[config.mk]
export PLATFORM = sky130hd
export DESIGN_NAME = image_mse_psnr_flat
export DESIGN_NICKNAME = d
export VERILOG_FILES = /design/src/imp_pkg.sv /design/src/imp_if.sv /design/src/image_mse_psnr.sv /design/src/imp_fifo.sv /design/src/imp_front.sv /design/src/imp_back.sv /design/src/flat_wrapper.sv
export SDC_FILE = /design/constraint.sdc
export NUM_CORES = 2
export LEC_CHECK = 0
export ABC_AREA = 1
export BUFFER_PORTS_ARGS = -buffer_cell sky130_fd_sc_hd__clkbuf_2
export CAP_MARGIN = 40
export CORE_ASPECT_RATIO = 1.25
export CORE_MARGIN = 10
export CORE_UTILIZATION = 57
export DETAILED_ROUTE_END_ITERATION = 8
export PLACE_DENSITY = 0.74
export SLEW_MARGIN = 30
export SYNTH_ARGS = -nofsm -noshare
export SYNTH_HDL_FRONTEND = slang
export SYNTH_SLANG_ARGS = --single-unit
[constraint.sdc]
create_clock -name clk -period 12.8 [get_ports clk]
set_clock_uncertainty 0.05 [all_clocks]
set_input_delay 0.64 -clock clk [delete_from_list [all_inputs] [get_ports clk]]
set_output_delay 0.64 -clock clk [all_outputs]
set_load 0.05 [all_outputs]
[src/imp_pkg.sv]
// shared constants, types and log table helpers for the image mse/psnr block
package imp_pkg;

	localparam int QUEUE_DEPTH = 4;
	localparam int QPTR_W      = $clog2(QUEUE_DEPTH);
	localparam int QCNT_W      = QPTR_W + 1;

	localparam logic [17:0] TEN_LOG10_2_Q16 = 18'd197283;
	localparam logic [14:0] PSNR_IDENTICAL_Q8 = 15'd25600;
	localparam logic [14:0] PSNR_MAX_Q8       = 15'd32767;

	typedef struct packed {
		logic empty;
		logic room;
	} queue_stat_t;

	// log2 of a Q2.30 mantissa in [1,2), fraction in Q0.16, truncated
	function automatic logic [15:0] mant_log2(input logic [63:0] m_in);
		logic [63:0] m;
		logic [15:0] r;
		m = m_in;
		r = '0;
		for (int i = 0; i < 16; i++) begin
			m = (m * m) >> 30;
			r = r << 1;
			if (m >= (64'd2 << 30)) begin
				m = m >> 1;
				r[0] = 1'b1;
			end
		end
		return r;
	endfunction

	function automatic logic [15:0] table_entry(input int k, input int tbits);
		logic [63:0] m;
		m = ((64'd1 << tbits) + 64'(k)) << (30 - tbits);
		return mant_log2(m);
	endfunction

	// log2(255^2) + 16, in Q16
	localparam logic [20:0] LOG_TOP_Q16 =
		21'(32'd15 * 32'd65536 + 32'(mant_log2(64'd65025 << 15)) + 32'd16 * 32'd65536);

endpackage

[src/imp_if.sv]
// pixel pair and result channel interfaces
interface imp_pix_if;
	logic       valid;
	logic       ready;
	logic [7:0] first_blue;
	logic [7:0] first_green;
	logic [7:0] first_red;
	logic [7:0] second_blue;
	logic [7:0] second_green;
	logic [7:0] second_red;
	logic       last_pixel;
	modport source(output valid, first_blue, first_green, first_red, second_blue,
		second_green, second_red, last_pixel, input ready);
	modport sink(input valid, first_blue, first_green, first_red, second_blue,
		second_green, second_red, last_pixel, output ready);
endinterface

interface imp_res_if;
	logic        valid;
	logic        ready;
	logic [31:0] mse_q16;
	logic [14:0] psnr_q8;
	logic        identical;
	logic        count_overflow;
	modport source(output valid, mse_q16, psnr_q8, identical, count_overflow,
		input ready);
	modport sink(input valid, mse_q16, psnr_q8, identical, count_overflow,
		output ready);
endinterface

[src/image_mse_psnr.sv]
// top level of the image mse/psnr block
//   channel  dir  handshake         payload
//   pix      in   valid/ready       two rgb pixels, last_pixel
//   res      out  valid/ready       mse_q16, psnr_q8, identical, count_overflow
// pixels are taken one per cycle while the queue has room; squaring and accumulation run in two stages
// a frame end enters a four-deep queue; the back end takes one frame at a time
// and runs it through the bit-serial divider (one quotient bit a cycle)
// pix stalls only when the queue holds three frames or more; res is a held output register
// arst_n clears the accumulator, the queue and the back end state machine
module image_mse_psnr import imp_pkg::*; #(
	parameter int PIXEL_COUNT_BITS = 24,
	parameter int LOG_TABLE_BITS   = 8
) (
	input  logic      clk,
	input  logic      arst_n,
	imp_pix_if.sink   pix,
	imp_res_if.source res
);

	localparam int QW = 2 * PIXEL_COUNT_BITS + 20;

	logic          push;
	logic          pop;
	logic [QW-1:0] wframe;
	logic [QW-1:0] rframe;
	queue_stat_t   qstat;

	imp_front #(.PIXEL_COUNT_BITS(PIXEL_COUNT_BITS)) u_front (
		.clk, .arst_n, .pix, .qstat, .push, .frame(wframe)
	);

	imp_fifo #(.W(QW)) u_fifo (
		.clk, .arst_n, .push, .wdata(wframe), .pop, .rdata(rframe), .stat(qstat)
	);

	imp_back #(
		.PIXEL_COUNT_BITS(PIXEL_COUNT_BITS),
		.LOG_TABLE_BITS(LOG_TABLE_BITS)
	) u_back (
		.clk, .arst_n, .qstat, .frame(rframe), .pop, .res
	);

endmodule

[src/imp_fifo.sv]
// short frame queue between the accumulator and the divide/log unit
module imp_fifo import imp_pkg::*; #(
	parameter int W = 8
) (
	input  logic         clk,
	input  logic         arst_n,
	input  logic         push,
	input  logic [W-1:0] wdata,
	input  logic         pop,
	output logic [W-1:0] rdata,
	output queue_stat_t  stat
);

	logic [W-1:0]      mem_q [QUEUE_DEPTH];
	logic [QPTR_W-1:0] wr_q;
	logic [QPTR_W-1:0] rd_q;
	logic [QCNT_W-1:0] cnt_q;

	always_ff @(posedge clk) begin
		if (push) begin
			mem_q[wr_q] <= wdata;
		end
	end

	always_ff @(posedge clk or negedge arst_n) begin
		if (!arst_n) begin
			wr_q  <= '0;
			rd_q  <= '0;
			cnt_q <= '0;
		end else begin
			if (push) wr_q <= wr_q + 1'b1;
			if (pop) rd_q <= rd_q + 1'b1;
			if (push && !pop) cnt_q <= cnt_q + 1'b1;
			else if (pop && !push) cnt_q <= cnt_q - 1'b1;
		end
	end

	assign rdata      = mem_q[rd_q];
	assign stat.empty = (cnt_q == '0);
	// one slot stays free for a frame end still in the squaring stage
	assign stat.room  = (cnt_q <= QCNT_W'(QUEUE_DEPTH - 2));

`ifndef SYNTH
	a_no_overrun: assert property (@(posedge clk) disable iff (!arst_n)
		push && !pop |-> cnt_q != QCNT_W'(QUEUE_DEPTH))
		else $error("frame queue overrun");
	a_no_underrun: assert property (@(posedge clk) disable iff (!arst_n)
		pop |-> cnt_q != '0)
		else $error("frame queue underrun");
	a_cnt_step: assert property (@(posedge clk) disable iff (!arst_n)
		push && pop |=> $stable(cnt_q))
		else $error("queue count moved on push with pop");
`endif

endmodule

[src/imp_front.sv]
// pixel front end: squared differences, frame accumulation and frame push
module imp_front import imp_pkg::*; #(
	parameter int PIXEL_COUNT_BITS = 24
) (
	input  logic          clk,
	input  logic          arst_n,
	imp_pix_if.sink       pix,
	input  queue_stat_t   qstat,
	output logic          push,
	output logic [PIXEL_COUNT_BITS+18+PIXEL_COUNT_BITS+1:0] frame
);

	localparam int SUMW = PIXEL_COUNT_BITS + 18;
	localparam int CNTW = PIXEL_COUNT_BITS + 1;
	localparam logic [CNTW-1:0] CNT_FULL = CNTW'(1) << PIXEL_COUNT_BITS;

	logic            accept;
	logic [7:0]      d_b, d_g, d_r;
	logic [17:0]     sq;
	logic            v_s1;
	logic            last_s1;
	logic [17:0]     sq_s1;
	logic [SUMW-1:0] sum_q, sum_n;
	logic [CNTW-1:0] cnt_q, cnt_n;
	logic            ovf_q, ovf_n;

	assign pix.ready = qstat.room;
	assign accept    = pix.valid && pix.ready;

	assign d_b = (pix.first_blue > pix.second_blue) ? pix.first_blue - pix.second_blue
		: pix.second_blue - pix.first_blue;
	assign d_g = (pix.first_green > pix.second_green) ? pix.first_green - pix.second_green
		: pix.second_green - pix.first_green;
	assign d_r = (pix.first_red > pix.second_red) ? pix.first_red - pix.second_red
		: pix.second_red - pix.first_red;
	assign sq = 18'({8'd0, d_b} * {8'd0, d_b}) + 18'({8'd0, d_g} * {8'd0, d_g})
		+ 18'({8'd0, d_r} * {8'd0, d_r});

	always_comb begin
		sum_n = sum_q;
		cnt_n = cnt_q;
		ovf_n = ovf_q;
		if (cnt_q == CNT_FULL) begin
			ovf_n = 1'b1;
		end else begin
			sum_n = sum_q + SUMW'(sq_s1);
			cnt_n = cnt_q + 1'b1;
		end
	end

	assign push  = v_s1 && last_s1;
	assign frame = {sum_n, cnt_n, ovf_n};

	always_ff @(posedge clk) begin
		if (accept) begin
			sq_s1   <= sq;
			last_s1 <= pix.last_pixel;
		end
	end

	always_ff @(posedge clk or negedge arst_n) begin
		if (!arst_n) begin
			v_s1  <= 1'b0;
			sum_q <= '0;
			cnt_q <= '0;
			ovf_q <= 1'b0;
		end else begin
			v_s1 <= accept;
			if (v_s1) begin
				if (last_s1) begin
					sum_q <= '0;
					cnt_q <= '0;
					ovf_q <= 1'b0;
				end else begin
					sum_q <= sum_n;
					cnt_q <= cnt_n;
					ovf_q <= ovf_n;
				end
			end
		end
	end

endmodule

[src/imp_back.sv]
// frame back end: mse division, log2 lookup, psnr scaling and result register
module imp_back import imp_pkg::*; #(
	parameter int PIXEL_COUNT_BITS = 24,
	parameter int LOG_TABLE_BITS   = 8
) (
	input  logic          clk,
	input  logic          arst_n,
	input  queue_stat_t   qstat,
	input  logic [PIXEL_COUNT_BITS+18+PIXEL_COUNT_BITS+1:0] frame,
	output logic          pop,
	imp_res_if.source     res
);

	localparam int SUMW  = PIXEL_COUNT_BITS + 18;
	localparam int CNTW  = PIXEL_COUNT_BITS + 1;
	localparam int DIVW  = PIXEL_COUNT_BITS + 3;
	localparam int DVDW  = SUMW + 16;
	localparam int DCW   = $clog2(DVDW);
	localparam int TBL_N = 1 << LOG_TABLE_BITS;

	typedef enum logic [2:0] {IDLE, DIV, LOG_POS, LOG_SUB, MUL, FIN} state_t;

	state_t                    state_q;
	logic [SUMW-1:0]           f_sum;
	logic [CNTW-1:0]           f_cnt;
	logic                      f_ovf;
	logic [DVDW-1:0]           dvd_q;
	logic [DIVW-1:0]           dvsr_q;
	logic [DIVW-1:0]           rem_q;
	logic [DIVW:0]             trial;
	logic [31:0]               quo_q;
	logic [DCW-1:0]            dcnt_q;
	logic                      ident_q;
	logic                      ovf_q;
	logic [31:0]               lv;
	logic [4:0]                lpos;
	logic [4:0]                pos_q;
	logic [LOG_TABLE_BITS-1:0] lidx;
	logic [LOG_TABLE_BITS-1:0] idx_q;
	logic [15:0]               tab [TBL_N];
	logic [20:0]               lm;
	logic [20:0]               d_q;
	logic [38:0]               prod_q;
	logic [39:0]               rnd;
	logic [14:0]               psnr;
	logic                      out_v_q;
	logic                      load;

	for (genvar g = 0; g < TBL_N; g++) begin : g_tab
		localparam logic [15:0] ENTRY = table_entry(g, LOG_TABLE_BITS);
		assign tab[g] = ENTRY;
	end

	assign {f_sum, f_cnt, f_ovf} = frame;
	assign pop   = (state_q == IDLE) && !qstat.empty;
	assign trial = {rem_q, dvd_q[DVDW-1]};

	// leading one of the truncated mse, floored at one
	always_comb begin
		lv   = (quo_q == '0) ? 32'd1 : quo_q;
		lpos = '0;
		for (int i = 1; i < 32; i++) begin
			if (lv[i]) lpos = 5'(i);
		end
		lidx = LOG_TABLE_BITS'({lv, {LOG_TABLE_BITS{1'b0}}} >> lpos);
	end

	assign lm   = {pos_q, 16'b0} + 21'(tab[idx_q]);
	assign rnd  = 40'(prod_q) + (40'd1 << 23);
	assign psnr = ident_q ? PSNR_IDENTICAL_Q8
		: ((rnd[39:24] > 16'(PSNR_MAX_Q8)) ? PSNR_MAX_Q8 : rnd[38:24]);
	assign load = (state_q == FIN) && (!out_v_q || res.ready);

	always_ff @(posedge clk) begin
		case (state_q)
			IDLE: begin
				dvd_q   <= {f_sum, 16'b0};
				dvsr_q  <= DIVW'(f_cnt) + (DIVW'(f_cnt) << 1);
				rem_q   <= '0;
				quo_q   <= '0;
				dcnt_q  <= DCW'(DVDW - 1);
				ident_q <= (f_sum == '0);
				ovf_q   <= f_ovf;
			end
			DIV: begin
				dvd_q  <= dvd_q << 1;
				dcnt_q <= dcnt_q - 1'b1;
				if (trial >= {1'b0, dvsr_q}) begin
					rem_q <= DIVW'(trial - {1'b0, dvsr_q});
					quo_q <= {quo_q[30:0], 1'b1};
				end else begin
					rem_q <= trial[DIVW-1:0];
					quo_q <= {quo_q[30:0], 1'b0};
				end
			end
			LOG_POS: begin
				pos_q <= lpos;
				idx_q <= lidx;
			end
			LOG_SUB: begin
				d_q <= (LOG_TOP_Q16 > lm) ? LOG_TOP_Q16 - lm : '0;
			end
			MUL: begin
				prod_q <= 39'(d_q) * 39'(TEN_LOG10_2_Q16);
			end
			default: begin
			end
		endcase
		if (load) begin
			res.mse_q16        <= quo_q;
			res.psnr_q8        <= psnr;
			res.identical      <= ident_q;
			res.count_overflow <= ovf_q;
		end
	end

	always_ff @(posedge clk or negedge arst_n) begin
		if (!arst_n) begin
			state_q <= IDLE;
			out_v_q <= 1'b0;
		end else begin
			if (load) out_v_q <= 1'b1;
			else if (res.ready) out_v_q <= 1'b0;
			case (state_q)
				IDLE:    if (!qstat.empty) state_q <= DIV;
				DIV:     if (dcnt_q == '0) state_q <= LOG_POS;
				LOG_POS: state_q <= LOG_SUB;
				LOG_SUB: state_q <= MUL;
				MUL:     state_q <= FIN;
				FIN:     if (load) state_q <= IDLE;
				default: state_q <= IDLE;
			endcase
		end
	end

	assign res.valid = out_v_q;

`ifndef SYNTH
	a_ident_zero: assert property (@(posedge clk) disable iff (!arst_n)
		res.valid && res.identical |-> res.mse_q16 == '0 && res.psnr_q8 == PSNR_IDENTICAL_Q8)
		else $error("identical result with nonzero mse or wrong psnr");
	a_pop_idle: assert property (@(posedge clk) disable iff (!arst_n)
		pop |=> state_q == DIV)
		else $error("frame popped without starting the divide");
	a_hold_out: assert property (@(posedge clk) disable iff (!arst_n)
		out_v_q && !res.ready |=> out_v_q && $stable(res.mse_q16))
		else $error("stalled result changed");
`endif

endmodule

[src/flat_wrapper.sv]
// flat-port wrapper written by rule: the top's interface ports become plain ports
module image_mse_psnr_flat import imp_pkg::*;
#(
	parameter int PIXEL_COUNT_BITS = 24,
	parameter int LOG_TABLE_BITS   = 8
)
  (clk, arst_n, pix_valid, pix_first_blue, pix_first_green, pix_first_red, pix_second_blue, pix_second_green, pix_second_red, pix_last_pixel, pix_ready, res_valid, res_mse_q16, res_psnr_q8, res_identical, res_count_overflow, res_ready);
  imp_pix_if pix_i ();
  imp_res_if res_i ();
  input  logic clk;
  input  logic arst_n;
  input wire logic [$bits(pix_i.valid)-1:0] pix_valid;
  input wire logic [$bits(pix_i.first_blue)-1:0] pix_first_blue;
  input wire logic [$bits(pix_i.first_green)-1:0] pix_first_green;
  input wire logic [$bits(pix_i.first_red)-1:0] pix_first_red;
  input wire logic [$bits(pix_i.second_blue)-1:0] pix_second_blue;
  input wire logic [$bits(pix_i.second_green)-1:0] pix_second_green;
  input wire logic [$bits(pix_i.second_red)-1:0] pix_second_red;
  input wire logic [$bits(pix_i.last_pixel)-1:0] pix_last_pixel;
  output wire logic [$bits(pix_i.ready)-1:0] pix_ready;
  output wire logic [$bits(res_i.valid)-1:0] res_valid;
  output wire logic [$bits(res_i.mse_q16)-1:0] res_mse_q16;
  output wire logic [$bits(res_i.psnr_q8)-1:0] res_psnr_q8;
  output wire logic [$bits(res_i.identical)-1:0] res_identical;
  output wire logic [$bits(res_i.count_overflow)-1:0] res_count_overflow;
  input wire logic [$bits(res_i.ready)-1:0] res_ready;
  assign pix_i.valid = pix_valid;
  assign pix_i.first_blue = pix_first_blue;
  assign pix_i.first_green = pix_first_green;
  assign pix_i.first_red = pix_first_red;
  assign pix_i.second_blue = pix_second_blue;
  assign pix_i.second_green = pix_second_green;
  assign pix_i.second_red = pix_second_red;
  assign pix_i.last_pixel = pix_last_pixel;
  assign pix_ready = pix_i.ready;
  assign res_valid = res_i.valid;
  assign res_mse_q16 = res_i.mse_q16;
  assign res_psnr_q8 = res_i.psnr_q8;
  assign res_identical = res_i.identical;
  assign res_count_overflow = res_i.count_overflow;
  assign res_i.ready = res_ready;
  image_mse_psnr #(.PIXEL_COUNT_BITS(PIXEL_COUNT_BITS), .LOG_TABLE_BITS(LOG_TABLE_BITS)) u_core (.clk(clk), .arst_n(arst_n), .pix(pix_i), .res(res_i));
endmodule
==> impl_metrics.ini <==
[sta]
number_of_slew_limit_violations_in_the_final_report = 0
rsz0062_at_grt = no
worst_slew_pin_slew_ns = 0.865
slew_headroom = 0.422
fmax_ghz = 0.113
final_period_minus_worst_setup_slack_ns = 8.84
setup_viol = 0
total_negative_setup_slack_ns = 0
report.final.hold_viol_count = 0
post-route-period-util = 0.690

[layout]
syn_to_final_growth_pct = 8.23
post_route_cells_drive_above_1_share = 0.0673
regArea_um2 = 17800
fillerInstances = 6533
multi_input_comb_area_um2 = 23100
total_number_of_nets_in_the_final_design = 5629

[floorplan]
dieWidth_um = 270
floorplan.io_pins = 104
rows = 114
die_y_um = 333
die_area_um2 = 90100
core_area_um2 = 77600
floorplan.initialDensity = 0.576

[grt]
globalRoute.totalOverflow = 0
wire_length_of_the_first_global_routing_pass_um = 182000
grt_pass1_vias = 34200
grt_max_degree = 77
antenna_found_initial = 0
global_route.usage.total = 0.249

[placement]
gpl.final_weighted_congestion = 1.02
io_buffers = 103
detailed_place_hpwl_um = 84100

[critical_path]
arrival_ns = 9.17
crit_path_max_incr_delay_ns = 0.65
worstReg2RegEnd = u_core.u_back.prod_q[36]
worst_r2r_startpoint = u_core.u_back.d_q[4]
timing.critical_path.required_ns = 13.14
critical_path.startpoint_type = input pin
ff2ff_setup_slack_ns = 6.83
crit_top_cell = sky130_fd_sc_hd__fa_1
critPathKind = input pin to flop
end_kind = flop
timing.critical_path.fanout_max = 10
crit_slowest_cell = sky130_fd_sc_hd__xor2_1
crit_path_start = pix_first_blue[0]
r2r_cells = 23

[clocking]
postCtsResizedCells = 0
clk_pin_slew_worst_paths_ns = 0.07
cts_buffers = 57
clock_tree.root_cell = sky130_fd_sc_hd__clkbuf_16
cts.path.max_buffers = 3
clock_insertion_delay_worst_skew_ns = 0.66
cts_tree = built
cts_sinks = 606
htreeDepth = 2

[route]
firstDrtPassIters = 6
routed_wire_length_per_instance_um = 18.9
route.detailed.drc = 0
route.final.wire_length_um = 114000
initial_drt_markers = 2991
antenna_violating_nets_post_route = 0
vias = 34600
routed_via_density = 5.72

[synthesis]
ys_seq_area_frac = 0.398
post_synth.cell_area_avg_um2 = 9.15
yosys-mux-area-fraction = 0.00112
netlist_instances = 4886
postSynthRegisterBits = 606
synth_top_family_by_area = adder cells
ys.flop_type = sky130_fd_sc_hd__edfxtp_1
synth_edf_count = 526
synthesized_netlist_net_count = 5569
synth_xor_xnor_area_share = 0.0331
syn-cell-area_um2 = 44700
synth_top_cells_by_area = sky130_fd_sc_hd__edfxtp_1 35%, sky130_fd_sc_hd__ha_1 12%, sky130_fd_sc_hd__fa_1 9.6%
ys.warnings.count = 0
netlist.top_cell.by_area = sky130_fd_sc_hd__edfxtp_1
synth_async_sr_flop_share = 0.132
synth_compound_gate_area_share = 0.121
synth-simple-area-share = 0.149
synthDominantCellAreaShare = 0.353
synthDistinctLibCells = 73
synth_fa_ha_area_frac = 0.212

[min_path]
hold_path_sink = u_core.u_front.last_s1
hold-path-cell-count = 1
min-delay-start = pix_last_pixel
hp-class = input pin to flop

[run_status]
status = finished, final reports clean

[flow_run]
max_cap_viol_count = 0
stage by stage:
step                      cells  instance area, µm²  hold WS, ns  setup WS [ns]   util
after floorplan            4886               44700        0.294           4.30      -
after global placement     5920               46200        0.353           3.60  0.595
after detailed placement   5926               46300        0.360           3.37  0.597
after CTS                  6034               48300       0.0884           4.03  0.623
after global routing       6038               48400        0.106           3.26  0.624
final                      6039               48400        0.123           3.96  0.624
synth_stat cells (4+ instances only):
cell type	n
sky130_fd_sc_hd__buf_4	12
sky130_fd_sc_hd__dfrtp_1	80
sky130_fd_sc_hd__a21o_1	13
sky130_fd_sc_hd__o21ai_0	321
sky130_fd_sc_hd__or2_2	11
sky130_fd_sc_hd__o221ai_1	11
sky130_fd_sc_hd__o311ai_0	8
sky130_fd_sc_hd__o31ai_1	8
sky130_fd_sc_hd__nand3_1	229
sky130_fd_sc_hd__xnor2_1	41
sky130_fd_sc_hd__o21bai_1	11
sky130_fd_sc_hd__a32oi_1	7
sky130_fd_sc_hd__o21ai_1	25
sky130_fd_sc_hd__nor3_1	34
sky130_fd_sc_hd__nor2_2	18
sky130_fd_sc_hd__a21oi_2	4
sky130_fd_sc_hd__inv_1	801
sky130_fd_sc_hd__a21oi_1	299
sky130_fd_sc_hd__o2111ai_1	8
sky130_fd_sc_hd__buf_1	10
sky130_fd_sc_hd__a32o_1	45
sky130_fd_sc_hd__nand2_2	4
sky130_fd_sc_hd__a31oi_1	28
sky130_fd_sc_hd__a211oi_1	11
sky130_fd_sc_hd__xor2_1	128
sky130_fd_sc_hd__nand4_1	47
sky130_fd_sc_hd__a221oi_1	11
sky130_fd_sc_hd__fa_1	214
sky130_fd_sc_hd__o22ai_1	55
sky130_fd_sc_hd__edfxtp_1	526
sky130_fd_sc_hd__mux2i_1	5
sky130_fd_sc_hd__clkinv_1	7
sky130_fd_sc_hd__nand2_1	772
sky130_fd_sc_hd__buf_6	12
sky130_fd_sc_hd__o21ai_2	6
sky130_fd_sc_hd__inv_2	13
sky130_fd_sc_hd__ha_1	416
sky130_fd_sc_hd__o211ai_1	20
sky130_fd_sc_hd__nor2_1	421
sky130_fd_sc_hd__clkbuf_1	100
sky130_fd_sc_hd__buf_2	21
sky130_fd_sc_hd__nor4_1	24
flip-flops by register name (all words and copies together), names as in the netlist, 6 cells and up:
name,count
u_core.u_front.sum_q,42
u_core.u_front.sq_s1,18
u_core.u_back.quo_q,32
u_core.u_back.d_q,21
u_core.u_back.dcnt_q,6
u_core.u_fifo.mem_q,272
u_core.u_back.prod_q,16
u_core.u_back.rem_q,27
u_core.u_back.idx_q,8
u_core.u_back.dvd_q,42
u_core.u_front.cnt_q,25
u_core.u_back.res.psnr_q8,15
u_core.u_back.res.mse_q16,32
u_core.u_back.dvsr_q,27
cells in the final DEF (no fill, tap or decap), drive strengths merged, types with 3 or more instances in the layout:
cell type and n:
nor2 441, a221oi 11, o22ai 55, o2111ai 8
xnor2 41, fa 214, o221ai 11, edfxtp 526
mux2i 5, ha 416, a32o 45, nand4 49
a31oi 28, o21ai 352, buf 52, a221o 3
clkinv 27, a211oi 11, bufinv 9, nor4 26
a32oi 7, xor2 128, or2 14, a21o 13
nor3 36, o21bai 12, nor3b 4, dfrtp 80
inv 817, clkbuf 172, o211ai 21, nand3 231
o31ai 8, a21boi 3, nand2 776, a21oi 303
o311ai 12, clkinvlp 7
metal layers:
layer	track usage	vias up	wire length, µm
met5	0	-	0
met4	0.108	0	5000
met3	0.0246	293	6030
met2	0.442	1165	57800
met1	0.306	16500	45300
li1	-	16600	-
layout make-up:
type,instances,area share
Multi-Input combinational cell,3303,0.478
Clock buffer,69,0.0310
Inverter,822,0.0639
Clock inverter,38,0.0106
Antenna cell,1,0.0000517
Timing Repair Buffer,156,0.0210
Sequential cell,606,0.368
Tap cell,1044,0.0270
how the worst max path moves through the flow:
stage	end	slack (ns)
2_1_floorplan	u_core.u_front.sq_s1[16]	4.30
3_3_place_gp	u_core.u_front.sq_s1[16]	3.60
3_5_place_dp	u_core.u_front.sq_s1[16]	3.37
4_1_cts	u_core.u_front.sq_s1[16]	4.03
5_1_grt	u_core.u_front.sq_s1[16]	3.26
6_report	u_core.u_front.sq_s1[16]	3.96
kinds of logic after synthesis:
family | after synthesis
buffers and inverters | 977
and+or+nand+nor | 1584
DFF | 606
muxes | 5
xor gates and xnor gates | 169
adders and majority gates | 630
AOI/OAI and AO/OA | 915
worst max-delay path: cells and delay by family:
family,cells,cell delay (ns)
xor gates and xnor gates,2,0.72
and+or+nand+nor,8,1.09
AOI/OAI and AO/OA,11,1.72
buffers and inverters,7,0.52
adders and majority gates,10,4.48
what timing repair did:
item,in CTS,in global routing
buffers inserted,0,0
hold buffers,1,0
hold endpoints to repair,33,0
Power is not shown: default switching activity piles up to over one toggle a cycle in this logic, so the estimate is an artifact.
